**src/hdl/ibdk_pkg.sv**
```systemverilog
// Shared types, widths and constants of the pair IBD kinship accumulator.
`default_nettype none

package ibdk_pkg;

    // Field widths, fixed by the transaction format
    localparam int SAMPLE_W   = 6;
    localparam int KIND_W     = 2;
    localparam int LEN_W      = 24;
    localparam int COUNT_W    = 16;
    localparam int SUM_W      = 24;
    localparam int Q24_W      = 24;
    localparam int INV_W      = 32;
    localparam int DEG_W      = 5;
    localparam int REC_W      = COUNT_W + 2 * SUM_W;
    localparam int CFG_IDX_W  = 2;
    localparam int CFG_DATA_W = 32;

    // Default sizing
    localparam int MAX_SAMPLES_DEF = 64;
    localparam int QUEUE_DEPTH_DEF = 2;

    // Item modes
    localparam logic MODE_ADD   = 1'b0;
    localparam logic MODE_QUERY = 1'b1;

    // Segment kinds that carry length
    localparam logic [KIND_W-1:0] KIND_IBD1 = 2'd1;
    localparam logic [KIND_W-1:0] KIND_IBD2 = 2'd2;

    // Configuration register indexes
    localparam logic [CFG_IDX_W-1:0] CFG_INV_MAP_LENGTH = 2'd0;
    localparam logic [CFG_IDX_W-1:0] CFG_KINSHIP_OFFSET = 2'd1;

    // Configuration reset values
    localparam logic [INV_W-1:0] INV_MAP_LENGTH_RST = 32'd1227133;
    localparam logic [Q24_W-1:0] KINSHIP_OFFSET_RST = 24'd23153;

    // Degree classes beyond the plain 0..7 range
    localparam logic signed [DEG_W-1:0] DEG_UNRELATED = -5'sd1;
    localparam logic signed [DEG_W-1:0] DEG_AT_LIMIT  = 5'sd8;

    // Degree thresholds, Q0.24
    localparam logic [Q24_W-1:0] DEG_LIMIT [8] = '{
        24'd7969178, 24'd2965821, 24'd1482910, 24'd741455,
        24'd370728,  24'd185364,  24'd92682,   24'd46341
    };

    // One classified item on its way from front to back
    typedef struct packed {
        logic                mode;
        logic                pair_ok;
        logic [SAMPLE_W-1:0] first_sample;
        logic [SAMPLE_W-1:0] second_sample;
        logic [KIND_W-1:0]   ibd_kind;
        logic [LEN_W-1:0]    seg_length;
    } t_item;

    localparam int ITEM_W = $bits(t_item);

    // Queue occupancy flags
    typedef struct packed {
        logic full;
        logic empty;
    } t_q_status;

endpackage

`default_nettype wire

```
**src/hdl/ibdk_queue.sv**
```systemverilog
// Short FIFO that decouples the front end from the back end.
`default_nettype none

module ibdk_queue #(
    parameter int WIDTH = 40,
    parameter int DEPTH = 2
) (
    input  wire logic             i_clk,
    input  wire logic             i_rst_n,
    input  wire logic             i_push,
    input  wire logic [WIDTH-1:0] i_data,
    input  wire logic             i_pop,
    output logic      [WIDTH-1:0] o_data,
    output ibdk_pkg::t_q_status   o_status
);

    localparam int PTR_W = DEPTH > 1 ? $clog2(DEPTH) : 1;
    localparam int CNT_W = $clog2(DEPTH + 1);
    localparam logic [PTR_W-1:0] PTR_LAST = PTR_W'(DEPTH - 1);
    localparam logic [CNT_W-1:0] CNT_FULL = CNT_W'(DEPTH);

    logic [WIDTH-1:0] r_slot [DEPTH];
    logic [PTR_W-1:0] r_wr_ptr, n_wr_ptr;
    logic [PTR_W-1:0] r_rd_ptr, n_rd_ptr;
    logic [CNT_W-1:0] r_count,  n_count;
    logic             do_push;
    logic             do_pop;

    assign do_push = i_push && (r_count != CNT_FULL);
    assign do_pop  = i_pop && (r_count != '0);

    always_comb begin
        n_wr_ptr = r_wr_ptr;
        n_rd_ptr = r_rd_ptr;
        n_count  = r_count;
        if (do_push) begin
            n_wr_ptr = (r_wr_ptr == PTR_LAST) ? '0 : r_wr_ptr + 1'b1;
        end
        if (do_pop) begin
            n_rd_ptr = (r_rd_ptr == PTR_LAST) ? '0 : r_rd_ptr + 1'b1;
        end
        if (do_push && !do_pop) begin
            n_count = r_count + 1'b1;
        end else if (do_pop && !do_push) begin
            n_count = r_count - 1'b1;
        end
    end

    always_ff @(posedge i_clk) begin
        if (!i_rst_n) begin
            r_wr_ptr <= '0;
            r_rd_ptr <= '0;
            r_count  <= '0;
        end else begin
            r_wr_ptr <= n_wr_ptr;
            r_rd_ptr <= n_rd_ptr;
            r_count  <= n_count;
        end
    end

    always_ff @(posedge i_clk) begin
        if (do_push) begin
            r_slot[r_wr_ptr] <= i_data;
        end
    end

    assign o_data         = r_slot[r_rd_ptr];
    assign o_status.full  = (r_count == CNT_FULL);
    assign o_status.empty = (r_count == '0);

endmodule

`default_nettype wire

```
**config.mk**
```make
export PLATFORM = sky130hd
export DESIGN_NAME = ibdk_queue
export DESIGN_NICKNAME = d
export VERILOG_FILES = /design/src/hdl/ibdk_pkg.sv /design/src/hdl/ibdk_queue.sv
export SDC_FILE = /design/constraint.sdc
export NUM_CORES = 1
export LEC_CHECK = 0
export BUFFER_PORTS_ARGS = -buffer_cell sky130_fd_sc_hd__buf_4
export CAP_MARGIN = 40
export CELL_PAD_IN_SITES_DETAIL_PLACEMENT = 0
export CELL_PAD_IN_SITES_GLOBAL_PLACEMENT = 1
export CORE_ASPECT_RATIO = 2
export CORE_MARGIN = 1.5
export CORE_UTILIZATION = 46
export CTS_CLUSTER_SIZE = 40
export DETAILED_ROUTE_END_ITERATION = 10
export PLACE_DENSITY = 0.82
export SYNTH_ARGS = -nofsm -noshare
export SYNTH_HDL_FRONTEND = slang
export SYNTH_SLANG_ARGS = --single-unit
```
**constraint.sdc**
```tcl
create_clock -name i_clk -period 5.5 [get_ports i_clk]
set_clock_uncertainty 0.1 [all_clocks]
set_input_delay 0.275 -clock i_clk [delete_from_list [all_inputs] [get_ports i_clk]]
set_output_delay 0.275 -clock i_clk [all_outputs]
set_load 0.02 [all_outputs]
```
==> summary.txt <==
Run status
  • Outcome: finished, final reports clean

Die
  • # rows: 42
  • Die Width: 61.11 µm
  • Initial Utilization: 0.4730
  • Die area: 0.007286 mm²
  • Core box area: 0.006569 mm²
  • IO Pins: 86
  • Die height: roughly 120 µm

STA
  • Final min period: approximately 2.0 ns
  • Setup TNS: 0 ns
  • Slew HR: 0.6418
  • Max Freq: 493.9 MHz
  • Post-route setup slack: 3.475 ns
  • Pins Over Slew Limit: 0
  • Hold_ws: about 0.026 ns
  • RSZ-0062 raised after global routing: false
  • Final setup vio count: 0
  • Endpoints failing hold: 0
  • Fin crit share: 0.3681
  • Tightest Pin Transition: about 0.54 ns

Detailed routing
  • Post-route antenna net violation count: 0
  • Initial DRC count: 29
  • Vias per cell: 4.819
  • Total vias in the final route: 1624
  • Avg WL per Cell: 15.34 µm
  • DR pass1 iterations: 4
  • Final WL: 5.169 mm
  • DR DRC count: 0

Flow run
  • Max_cap viols: 0

Clock tree
  • Root buffer cell: clkbuf_16
  • Total CTS buffers: 9
  • H-Tree Depth: 3
  • Setup Buffers After CTS: 0
  • CTS tree: done
  • Clock sinks: 85
  • CTS Buffer Depth: 2
  • Clock transition at the registers of the reported paths: around 0.05 ns
  • Post-CTS Hold Buffers: 0
  • # resized after CTS: 0
  • Worst-Skew Late Latency: 0.33 ns

Critical path
  • Startpoint Class: flip-flop
  • CP endpoint kind: output port
  • CP required: 5.12 ns
  • WS Path Type: reg2out
  • Worst-path fanout max: 28
  • Buf+Inv Stages, Crit Path: 2
  • Worst EP arrival: 1.65 ns
  • Flop2flop setup slack: about 3.5 ns
  • Family with the most delay on the worst path: flip-flops
  • Max incr delay on CP: 0.54 ns
  • Critical path's slowest cell: dfxtp_2
  • Chain of cells forming the critical path: buf_12, mux2_2, buf_4

Power and ir drop
  • Power Density: between 400 and 500 mW/mm²
  • P_leak: 1.553 nW
  • Max VDD drop: between 0.0003 and 0.0004 V

Synthesis
  • Top cells by area, synth: edfxtp_1 (77%), mux2_2 (14%), dfxtp_1 (3.2%)
  • Netlist Area Pre-Place: 0.003107 mm²
  • Synth warnings: 0
  • Top cell type by total area after synthesis: edfxtp_1
  • Cells after synthesis: 149
  • Yosys top cell area share: 0.7733
  • Asr flop ratio synth: 0
  • Register area share after synthesis: 0.8055
  • Ys flop type: edfxtp_1
  • Syn avg cell area: 20.85 µm²
  • Number of synthesized flops with an enable pin: 80
  • Syn nets: 194
  • Synthesis-stage register bit count: 85
  • Synth unique cells: 20

GRT
  • Gr ovfl total: 0
  • Overall Global Routing Usage: 0.1574
  • Vias in the first global route: 1680
  • Largest net degree at the start of global routing: 34
  • Antenna violations before repair: 0
  • First-pass GRT wire length: 7.921 mm

Placement
  • Dpl ws: around 3.5 ns
  • Cell Area, Placed: 0.003899 mm²
  • Port buffer count: 85
  • HPWL Detailed: 3.525 mm
  • Placer Congestion: roughly 0.76

Cells and area
  • Nets: approximately 290
  • Commonest cells after routing, fill and taps aside: buf_4 (86), edfxtp_1 (80), mux2_2 (40), clkbuf_16 (9)
  • Design area: a little over 0.004 mm²
  • Ratio of cells with drive above 1 in the final layout: 0.5703
  • ANT cells: 0
  • Area growth, synth to finish: 33.63%
  • Most common cell after layout, fill and taps aside: buf_4

Worst hold path
  • Worst hold path type: in2reg
## metal layers
layer,global-route usage,wire length (µm),vias to the layer above
met2,0.2620,2930,51
met1,0.1630,1821,788
met3,0.06298,290,12
li1,-,-,773
met5,0,0,-
met4,0.07745,127,0
## registers in the layout (all words and copies together), names as in the netlist, named ones only
register / cells
r_wr_ptr: 1
r_count: 2
r_rd_ptr: 1
r_slot: 80
## synth_stat cells (2+ instances only)
master and count:
edfxtp_1 80, mux2_2 40, dfxtp_1 5, buf_2 4, and2_1 3, nor2_1 2, xnor2_1 2
## final timing paths
check,endpoint,depth (start not counted),from
setup reg to reg,r_slot[0][7],4,r_count[0]
hold reg to reg,r_count[1],2,r_count[1]
hold / removal,r_slot[0][31],1,i_data[31]
setup / recovery,o_data[32],3,flip-flop
## per-stage QoR
step                power, mW  cells    util
global placement        1.449    319  0.5863
detailed placement      1.478    321  0.5935
floorplan               1.224    149       -
finish                  1.962    337  0.6320
CTS                     1.992    337  0.6320
global route            2.052    337  0.6320
## cell type report
cell class                      instances  area, µm²
Clock buffer                           13      240.2
Clock inverter                          3      12.51
Fill cell                             504       2417
Inverter                                2      7.507
Multi-Input combinational cell         58      584.3
Sequential cell                        85       2504
Tap cell                               88      110.1
Timing Repair Buffer                   88      693.2
## report_power, final
| part | switching [mW] | total [mW] | internal, mW |
|---|---|---|---|
| clock network | 0.208 | 0.510 | 0.302 |
| logic | 0.309 | 0.597 | 0.288 |
| registers | 0.0396 | 0.855 | 0.816 |
| total | 0.556 | 1.96 | 1.41 |
## worst reg2reg max path: stages, from the launching register on
cell      delay (ns)
dfxtp_1         0.41
nand2b_1        0.19
inv_2           0.07
nor3_4          0.35
buf_4           0.48
## cells by family (layout without fill, tap and decap cells)
family	Yosys count	in the layout	synth area share
adders and majority gates	1	1	0.004027
AOI/OAI and AO/OA	5	5	0.01047
muxes	40	40	0.1450
xor gates and xnor gates	3	3	0.008459
DFF	85	85	0.8055
and+or+nand+nor	9	9	0.01773
buffers and inverters	6	106	0.008858
Power figures use the tool's default switching activity.
