--- src/hdl/ibdk_pkg.sv ---
// Shared types, widths and constants of the pair IBD kinship accumulator.
`default_nettype none

package ibdk_pkg;

    // Field widths, fixed by the transaction format
    localparam int SAMPLE_W   = 6;
    localparam int KIND_W     = 2;
    localparam int LEN_W      = 24;
    localparam int COUNT_W    = 16;
    localparam int SUM_W      = 24;
    localparam int Q24_W      = 24;
    localparam int INV_W      = 32;
    localparam int DEG_W      = 5;
    localparam int REC_W      = COUNT_W + 2 * SUM_W;
    localparam int CFG_IDX_W  = 2;
    localparam int CFG_DATA_W = 32;

    // Default sizing
    localparam int MAX_SAMPLES_DEF = 64;
    localparam int QUEUE_DEPTH_DEF = 2;

    // Item modes
    localparam logic MODE_ADD   = 1'b0;
    localparam logic MODE_QUERY = 1'b1;

    // Segment kinds that carry length
    localparam logic [KIND_W-1:0] KIND_IBD1 = 2'd1;
    localparam logic [KIND_W-1:0] KIND_IBD2 = 2'd2;

    // Configuration register indexes
    localparam logic [CFG_IDX_W-1:0] CFG_INV_MAP_LENGTH = 2'd0;
    localparam logic [CFG_IDX_W-1:0] CFG_KINSHIP_OFFSET = 2'd1;

    // Configuration reset values
    localparam logic [INV_W-1:0] INV_MAP_LENGTH_RST = 32'd1227133;
    localparam logic [Q24_W-1:0] KINSHIP_OFFSET_RST = 24'd23153;

    // Degree classes beyond the plain 0..7 range
    localparam logic signed [DEG_W-1:0] DEG_UNRELATED = -5'sd1;
    localparam logic signed [DEG_W-1:0] DEG_AT_LIMIT  = 5'sd8;

    // Degree thresholds, Q0.24
    localparam logic [Q24_W-1:0] DEG_LIMIT [8] = '{
        24'd7969178, 24'd2965821, 24'd1482910, 24'd741455,
        24'd370728,  24'd185364,  24'd92682,   24'd46341
    };

    // One classified item on its way from front to back
    typedef struct packed {
        logic                mode;
        logic                pair_ok;
        logic [SAMPLE_W-1:0] first_sample;
        logic [SAMPLE_W-1:0] second_sample;
        logic [KIND_W-1:0]   ibd_kind;
        logic [LEN_W-1:0]    seg_length;
    } t_item;

    localparam int ITEM_W = $bits(t_item);

    // Queue occupancy flags
    typedef struct packed {
        logic full;
        logic empty;
    } t_q_status;

endpackage

`default_nettype wire

--- src/hdl/ibdk_front.sv ---
// Front end: accepts items and classifies the sample pair.
`default_nettype none

module ibdk_front
    import ibdk_pkg::*;
#(
    parameter int MAX_SAMPLES = MAX_SAMPLES_DEF
) (
    input  wire logic                start,
    input  wire logic                i_busy,
    input  wire logic                i_mode,
    input  wire logic [SAMPLE_W-1:0] i_first_sample,
    input  wire logic [SAMPLE_W-1:0] i_second_sample,
    input  wire logic [KIND_W-1:0]   i_ibd_kind,
    input  wire logic [LEN_W-1:0]    i_seg_length,
    output logic                     o_push,
    output t_item                    o_item
);

    // Wide enough to hold MAX_SAMPLES itself
    localparam int CMP_W = $clog2(MAX_SAMPLES + 1) > SAMPLE_W ?
                           $clog2(MAX_SAMPLES + 1) : SAMPLE_W + 1;
    localparam logic [CMP_W-1:0] SAMPLE_LIMIT = CMP_W'(MAX_SAMPLES);

    logic first_in_range;
    logic second_in_range;

    assign first_in_range  = CMP_W'(i_first_sample) < SAMPLE_LIMIT;
    assign second_in_range = CMP_W'(i_second_sample) < SAMPLE_LIMIT;

    assign o_push = start && !i_busy;

    always_comb begin
        o_item.mode          = i_mode;
        o_item.pair_ok       = first_in_range && second_in_range &&
                               (i_second_sample > i_first_sample);
        o_item.first_sample  = i_first_sample;
        o_item.second_sample = i_second_sample;
        o_item.ibd_kind      = i_ibd_kind;
        o_item.seg_length    = i_seg_length;
    end

endmodule

`default_nettype wire

--- config.mk ---
export PLATFORM = sky130hd
export DESIGN_NAME = ibdk_front
export DESIGN_NICKNAME = d
export VERILOG_FILES = /design/src/hdl/ibdk_pkg.sv /design/src/hdl/ibdk_front.sv
export SDC_FILE = /design/constraint.sdc
export NUM_CORES = 1
export LEC_CHECK = 0
export ABC_CLOCK_PERIOD_IN_PS = 1500
export BUFFER_PORTS_ARGS = -buffer_cell sky130_fd_sc_hd__buf_2
export CELL_PAD_IN_SITES_DETAIL_PLACEMENT = 1
export CELL_PAD_IN_SITES_GLOBAL_PLACEMENT = 2
export CORE_MARGIN = 2
export CORE_UTILIZATION = 10
export DETAILED_ROUTE_END_ITERATION = 10
export PLACE_DENSITY_LB_ADDON = 0.1
export SLEW_MARGIN = 10
export SYNTH_ARGS = -nofsm -noshare
export SYNTH_HDL_FRONTEND = slang
export SYNTH_SLANG_ARGS = --single-unit
--- constraint.sdc ---
create_clock -name vclk -period 1.5
set_input_delay 0.3 -clock vclk [all_inputs]
set_output_delay 0.3 -clock vclk [all_outputs]
set_load 0.005 [all_outputs]
==> metrics.csv, run 1 <==
metric,value,unit
Max Clk Rate,0.651,GHz
arrival time worst endpoint,1240,ps
nets@finish,99,
Met2 Wirelength,326,um
TNS Setup,-37.0,ps
worst slew pin tran,130,ps
Area Growth Syn to Fin,4.20,%
peak supply drop,0.0431,mV
Final Wtd Congestion,0.589,
CP Launch Type,input port,
met3 WL,138,um
register area share after synthesis,0,%
Fin. Hold Viols,0,
CP Cell Sequence,buf_6 -> inv_4 -> ha_4 -> and4_1 -> and3_1 -> a31oi_1 -> buf_2,
I/O pin cnt,82,
grt total ovfl,0,
Hold Crit Class,in -> out,
Mapped Avg Cell Area,7.44,um^2
post-CTS setup buffers,0,
die width,70.8,um
"Slew Viols, Final",0,
Synth cell types,11,
DR top layer,met3,
initial antenna violation count,0,
DR vias,281,
Routed Antenna Nets,0,
"commonest non-fill, non-tap cell in the layout",buf_2,
CP endpoint kind,output port,
Layout Utilization,10.8,%
Yosys top cell by area,buf_4,
"commonest non-fill, non-tap cells in the layout","buf_2 (21), buf_6 (7), ha_4 (4)",
RSZ-0062 raised after global routing,true,
period utilization,102,%
Required @ worst endpoint,1200,ps
largest net degree at the start of global routing,3,
ratio of cells with drive above 1 in the final layout,74.0,%
first-pass GRT wire length,1220,um
number of sequential cells,0,
post-layout minimum cycle time,1540,ps
biggest area contributors in the synthesized netlist,"buf_4 (66%), ha_1 (17%), inv_1 (5.0%)",
FILL cells,531,
DR WL/cell,7.80,um
placed wire-length estimate,733,um
Starting DRT DRC Count,3,
synthesized area,447,um^2
die area,5020,um^2
max-cap viol count,0,
vias in the first global route,255,
Post-Syn Nets,107,
WHS,600,ps
Layout clock buffers,0,
Die H,70.8,um
row count,24,
# port buffers,28,
detail-routed via count per cell,2.75,
P_leak,0.233,nW
Placeable Area,4320,um^2
Power Density,239,nW/um^2
total wire length,796,um
drc violations,0,
Antenna diodes,0,
Crit Path Category,in -> out,
drt pass-1 iters,2,
final worst setup slack,-37.0,ps
Slowest cell on crit path,ha_4,
gr usage total,2.87,%
Synth Instances,60,
CP peak stage delay,190,ps
Register Area,0,um^2
post-synth top area share,65.5,%
Slew HR,91.3,%
failing checks,setup timing,
status,"complete, but fails checks",
met1 wire length,331,um
CTS Hold Bufs,0,
Initial Utilization,10.3,%
CP max FO,2,
final setup fails,1,
synth warn,0,
==> synthesized netlist by cell type, drive strengths merged <==
library cell / instances
inv: 6
nand3: 1
a21oi: 1
ha: 6
a21o: 1
nor2b: 2
and4: 1
o21ai: 1
buf: 39
and3: 1
a31oi: 1
==> report_power, final <==
part	internal, mW	switching (mW)	leakage, nW	total [mW]
sequential	0	0	0	0
clock	0	0	0	0
combinational	0.0663	0.0448	0.233	0.111
total	0.0663	0.0448	0.233	0.111
==> worst max-delay path: cells and delay by family <==
| family | cells | cell delay [ps] |
|---|---|---|
| and+or+nand+nor | 2 | 330 |
| buffers and inverters | 3 | 290 |
| adders and majority gates | 1 | 190 |
| AOI/OAI and AO/OA | 1 | 130 |
==> worst paths after layout <==
kind                               from          to  slack, ps  cells after the start
worst max-delay path  i_first_sample[3]  o_item[38]        -40                      7
worst min-delay path   i_seg_length[15]  o_item[15]        600                      0
==> what timing repair did <==
| item | in CTS | in global routing |
|---|---|---|
| endpoints found under the hold margin | 0 | 0 |
| pin swaps | 7 | 1 |
| endpoints found under the setup margin | 1 | 1 |
| gates resized for setup | 20 | 1 |
| cloned | 0 | 0 |
==> per-layer routing <==
metal	track usage (%)	up-vias
met5	0	-
met4	0.210	0
met3	1.28	0
met2	4.15	23
met1	4.10	126
li1	-	132
==> metrics by stage <==
step	setup WS, ps	instance area [um^2]	power [mW]	std cells
after global placement	-194	367	0.0884	102
after global routing	-101	465	0.126	102
after CTS	-59.7	459	0.113	102
after detailed placement	-186	367	0.0859	102
final	-37.0	465	0.111	102
after floorplan	61.2	447	0.111	60
==> area by class of cell <==
type | count | area, um^2 | share of cell area [%]
Timing Repair Buffer | 29 | 191 | 41.1
Multi-Input combinational cell | 15 | 181 | 39.0
Tap cell | 52 | 65.1 | 14.0
Inverter | 6 | 27.5 | 5.91
==> logic make-up after synthesis <==
family	Yosys count	share of synthesized area, %
simple gates	5	7.28
fa+ha+maj	6	16.8
compound gates	4	5.32
buf+inv	45	70.6
(Power assumes the default switching activity.)
==> inputs of run 2 (changes only) <==
--- a/config.mk
+++ b/config.mk
@@ -9,10 +9,12 @@
 export BUFFER_PORTS_ARGS = -buffer_cell sky130_fd_sc_hd__buf_2
 export CELL_PAD_IN_SITES_DETAIL_PLACEMENT = 1
 export CELL_PAD_IN_SITES_GLOBAL_PLACEMENT = 2
+export CORE_ASPECT_RATIO = 0.6
 export CORE_MARGIN = 2
 export CORE_UTILIZATION = 10
 export DETAILED_ROUTE_END_ITERATION = 10
 export PLACE_DENSITY_LB_ADDON = 0.1
+export RECOVER_POWER = 100
 export SLEW_MARGIN = 10
 export SYNTH_ARGS = -nofsm -noshare
 export SYNTH_HDL_FRONTEND = slang
==> run 2 against run 1 <==
  * Sequential share of layout area unchanged
  * Die area is 0.35% higher
  * Final area grew 1.1%
  * Sequential cell count unchanged
  * The run still ends with setup timing left
  * Global-route usage is 0.31 points higher
  * Setup slack worse by 3.0 ps
  * First-iteration DRC count down 33%
  * Core utilization grew 0.47 points
  * Worst hold slack unchanged
  * Critical endpoint unchanged
  * Final cell count grew 7.8%
  * Largest power group unchanged
  * Wire length is 2.4% higher
  * Critical path type unchanged
==> metrics.csv, run 2 (same netlist as run 1, synthesis figures left out) <==
metric,value,unit,change
ratio of cells with drive above 1 in the final layout,62.0,%,-12 points
Power Density,229,nW/um^2,-4.1%
WHS,600,ps,unchanged
post-layout minimum cycle time,1540,ps,+3.00 ps
Net Sw Frac,41.6,%,+1.3 points
Required @ worst endpoint,1200,ps,about the same
Placed Instances,110,,+7.8%
Area Growth Syn to Fin,5.32,%,
first-pass GRT wire length,1370,um,+12%
Clock power frac,0,%,unchanged
detail-routed via count per cell,2.45,,-11%
Initial Utilization,10.7,%,+0.33 points
DR vias,270,,-3.9%
peak supply drop,0.0327,mV,-24%
final setup fails,1,,unchanged
Starting DRT DRC Count,2,,-1
vias in the first global route,272,,+6.7%
initial antenna violation count,0,,unchanged
largest net degree at the start of global routing,4,,+1
Layout clock buffers,0,,unchanged
CTS Hold Bufs,0,,unchanged
die area,5030,um^2,+0.35%
hold depth,0,,unchanged
Slew HR,92.0,%,+0.68 points
drt pass-1 iters,2,,unchanged
WHS Endpoint,o_item[13],,
min-delay src,i_seg_length[13],,
worst slew pin tran,120,ps,-10.1 ps
die width,90.3,um,+27%
CP max FO,3,,+1
failing checks,setup timing,,
Antenna diodes,0,,unchanged
"commonest non-fill, non-tap cell in the layout",buf_2,,
grt total ovfl,0,,unchanged
Layout Cells excl Fill,110,,+7.8%
Psw,0.0448,mW,about the same
final worst setup slack,-40.1,ps,-3.00 ps
DR WL/cell,7.41,um,-5.1%
gr usage total,3.18,%,+0.31 points
Routed Antenna Nets,0,,unchanged
row count,18,,-25%
nets@finish,99,,unchanged
RSZ-0062 raised after global routing,true,,
combinational group share of total power,100.0,%,about the same
Fin. Hold Viols,0,,unchanged
Hold Crit Class,in -> out,,
I/O pin cnt,82,,unchanged
TNS Setup,-40.1,ps,-3.00 ps
CP endpoint kind,output port,,
arrival time worst endpoint,1240,ps,about the same
Placeable Area,4190,um^2,-3.1%
drc violations,0,,unchanged
dpl ws,-212,ps,-26.1 ps
status,"complete, but fails checks",,
Crit Path Category,in -> out,,
# port buffers,28,,unchanged
placed wire-length estimate,753,um,+2.6%
"Slew Viols, Final",0,,unchanged
Layout Utilization,11.2,%,+0.47 points
Max Clk Rate,0.649,GHz,-0.20%
number of sequential cells,0,,unchanged
area of the multi-input gates,181,um^2,unchanged
FILL cells,521,,-1.9%
total wire length,815,um,+2.4%
Register Area,0,um^2,unchanged
Die H,55.8,um,-21%
"commonest non-fill, non-tap cells in the layout","buf_2 (14), buf_6 (7), clkbuf_1 (6), ha_4 (4), inv_4 (3)",,
CP Launch Type,input port,,
Final Wtd Congestion,0.565,,-4.1%
period utilization,103,%,+0.20 points
P_leak,0.216,nW,-7.2%
max-cap viol count,0,,unchanged
internal cell power,0.0628,mW,-5.3%
Reg power frac,0,%,unchanged
run 2: area by class of cell:
class	instances	area share, %
Inverter	6	6.38
Multi-Input combinational cell	15	38.6
Tap cell	60	16.0
Timing Repair Buffer	29	39.1
run 2: timing repair:
action | in CTS | in global routing
endpoints found under the hold margin | 0 | 0
pin swaps | 7 | 2
resized for setup | 21 | 1
cloned | 0 | 0
buffers inserted | 0 | 0
setup endpoints to repair | 1 | 1
run 2: metrics by stage:
stage                     instance area (um^2)  total power [mW]
after floorplan                            447             0.111
final                                      470             0.108
after CTS                                  472             0.113
after detailed placement                   377            0.0849
after global placement                     377            0.0872
after global routing                       470             0.125
run 2: worst max-delay path, stage by stage:
cell and delay (ps):
buf_6 100, inv_4 50, ha_4 200, and4_1 190
and3_1 150, a31oi_1 130, buf_2 130
run 2: metal layers:
layer	part of all wire (%)	wire length (um)	vias up	global-route usage [%]
li1	-	-	131	-
met1	49	397	113	4.61
met2	32	261	22	4.19
met3	18	147	4	1.36
met4	0.98	8	0	0.879
met5	0	0	-	0
run 2: power by group through the flow:
stage                     registers, mW  clock network (mW)  logic, mW
after global routing                  0                   0      0.125
final                                 0                   0      0.108
after global placement                0                   0     0.0872
after detailed placement              0                   0     0.0849
after floorplan                       0                   0      0.111
after CTS                             0                   0      0.113
run 2: how the worst max path moves through the flow:
stage                     depth (start not counted)          to          startpoint  slack, ps
after floorplan                                   5  o_item[38]   i_first_sample[5]         60
after global placement                            7  o_item[38]   i_first_sample[5]       -190
after detailed placement                          7  o_item[38]   i_first_sample[5]       -210
after CTS                                         6  o_item[38]  i_second_sample[5]        -60
after global routing                              7  o_item[38]   i_first_sample[5]        -90
final                                             7  o_item[38]   i_first_sample[5]        -40
==> inputs of run 3 (changes only) <==
--- a/config.mk
+++ b/config.mk
@@ -6,7 +6,7 @@
 export NUM_CORES = 1
 export LEC_CHECK = 0
 export ABC_CLOCK_PERIOD_IN_PS = 1500
-export BUFFER_PORTS_ARGS = -buffer_cell sky130_fd_sc_hd__buf_2
+export BUFFER_PORTS_ARGS = -buffer_cell sky130_fd_sc_hd__buf_4
 export CELL_PAD_IN_SITES_DETAIL_PLACEMENT = 1
 export CELL_PAD_IN_SITES_GLOBAL_PLACEMENT = 2
 export CORE_ASPECT_RATIO = 0.6
==> run 3 against run 2 <==
  * The run still ends with setup timing left
  * Core utilization is 1.7 points higher
  * Critical path depth stayed put
  * Non-clock buffer count stayed put
  * Combinational power is 20% higher
  * Via count is 1.9% higher
  * First-iteration DRC count is 50% higher
  * Setup slack worse by 26 ps
  * Clock-buffer cell count stayed put
  * Critical endpoint unchanged
  * Largest power group unchanged
==> metrics.csv, run 3 (same netlist as run 1, synthesis figures left out) <==
metric,value,unit,change
internal cell power,0.0829,mW,+32%
CP Launch Type,input port,,
dpl cell area,447,um^2,+19%
crit-path leading delay family,simple AND/OR/NAND/NOR gates,,
Crit Path Category,in -> out,,
Hold Crit Class,in -> out,,
design area,541,um^2,+15%
met1 wire length,460,um,+16%
nets@finish,99,,unchanged
final worst setup slack,-66.2,ps,-26.1 ps
first-pass GRT wire length,1520,um,+11%
post-CTS setup buffers,0,,unchanged
Antenna diodes,0,,unchanged
status,"complete, but fails checks",,
CP endpoint kind,output port,,
period utilization,104,%,+1.7 points
final setup fails,1,,unchanged
Initial Utilization,10.7,%,unchanged
worst slew pin tran,137,ps,+16.7 ps
largest net degree at the start of global routing,4,,unchanged
I/O pin cnt,82,,unchanged
Layout clock buffers,0,,unchanged
Psw,0.0468,mW,+4.4%
die area,5030,um^2,unchanged
"commonest non-fill, non-tap cells in the layout","buf_4 (18), buf_6 (5), inv_4 (4), ha_4 (4), clkbuf_4 (4)",,
Clock power frac,0,%,unchanged
Layout Cells excl Fill,110,,unchanged
Register Area,0,um^2,unchanged
Required @ worst endpoint,1200,ps,about the same
Placed Instances,110,,unchanged
Met2 Wirelength,296,um,+13%
Starting DRT DRC Count,3,,+1
grt total ovfl,0,,unchanged
drt pass-1 iters,2,,unchanged
CP Cell Sequence,buf_8 -> inv_4 -> ha_4 -> and4_1 -> and3_1 -> a31oi_1 -> buf_4,,
FILL cells,503,,-3.5%
CP max FO,3,,unchanged
number of sequential cells,0,,unchanged
WHS,600,ps,unchanged
Net Sw Frac,36.1,%,-5.6 points
RSZ-0062 raised after global routing,true,,
crit path buf inv count,3,,unchanged
Layout Utilization,12.9,%,+1.7 points
total wire length,873,um,+7.1%
DR vias,275,,+1.9%
Fin. Hold Viols,0,,unchanged
peak supply drop,0.0315,mV,-3.8%
met3 WL,108,um,-27%
Area Growth Syn to Fin,21.0,%,
DR WL/cell,7.94,um,+7.1%
Slew HR,90.8,%,-1.1 points
gr usage total,3.47,%,+0.29 points
ratio of cells with drive above 1 in the final layout,74.0,%,+12 points
drc violations,0,,unchanged
combinational group share of total power,100.0,%,about the same
detail-routed via count per cell,2.50,,+1.9%
Placeable Area,4190,um^2,unchanged
max-cap viol count,0,,unchanged
post-layout minimum cycle time,1570,ps,+26.1 ps
Routed Antenna Nets,0,,unchanged
Power Density,240,nW/um^2,+4.9%
initial antenna violation count,0,,unchanged
Final Wtd Congestion,0.574,,+1.6%
failing checks,setup timing,,
"commonest non-fill, non-tap cell in the layout",buf_4,,
die width,90.3,um,unchanged
row count,18,,unchanged
Die H,55.8,um,unchanged
Reg power frac,0,%,unchanged
Max Clk Rate,0.638,GHz,-1.7%
vias in the first global route,317,,+17%
area of the multi-input gates,181,um^2,unchanged
CP peak stage delay,200,ps,about the same
Slowest cell on crit path,ha_4,,
TNS Setup,-66.2,ps,-26.1 ps
P_leak,0.253,nW,+17%
DR top layer,met4,,
arrival time worst endpoint,1270,ps,+30 ps
# port buffers,28,,unchanged
"Slew Viols, Final",0,,unchanged
[run 3: final cells by class]
cell class	count	share of cell area [%]
tap	60	13.9
timing repair buffer	29	46.5
multi-input combinational	15	33.6
inverter	6	6.02
[run 3: stage by stage]
step	worst slack (ps)	total power, mW
6_report	-66.2	0.130
5_1_grt	-107	0.147
4_1_cts	-68.9	0.132
3_5_place_dp	-222	0.107
3_3_place_gp	-196	0.110
2_1_floorplan	61.2	0.111
[run 3: path summary, 6_finish.rpt]
path  depth (start not counted)         startpoint          to  slack (ps)
max                           7  i_first_sample[5]  o_item[38]         -70
min                           0   i_seg_length[13]  o_item[13]         600
[run 3: timing repair]
item                                    CTS  global route
hold buffers                              0             0
resized for setup                        19             3
endpoints found under the setup margin    1             1
pin swaps                                 7             3
[run 3: power by group through the flow]
| stage | clock network [mW] | registers [mW] | logic (mW) |
|---|---|---|---|
| after floorplan | 0 | 0 | 0.111 |
| after global placement | 0 | 0 | 0.110 |
| after detailed placement | 0 | 0 | 0.107 |
| after CTS | 0 | 0 | 0.132 |
| after global routing | 0 | 0 | 0.147 |
| final | 0 | 0 | 0.130 |
[run 3: layer usage]
metal	global-route usage (%)	vias to the layer above
li1	-	131
met1	5.18	118
met2	4.73	22
met3	1.08	4
met4	0.879	0
met5	0	-
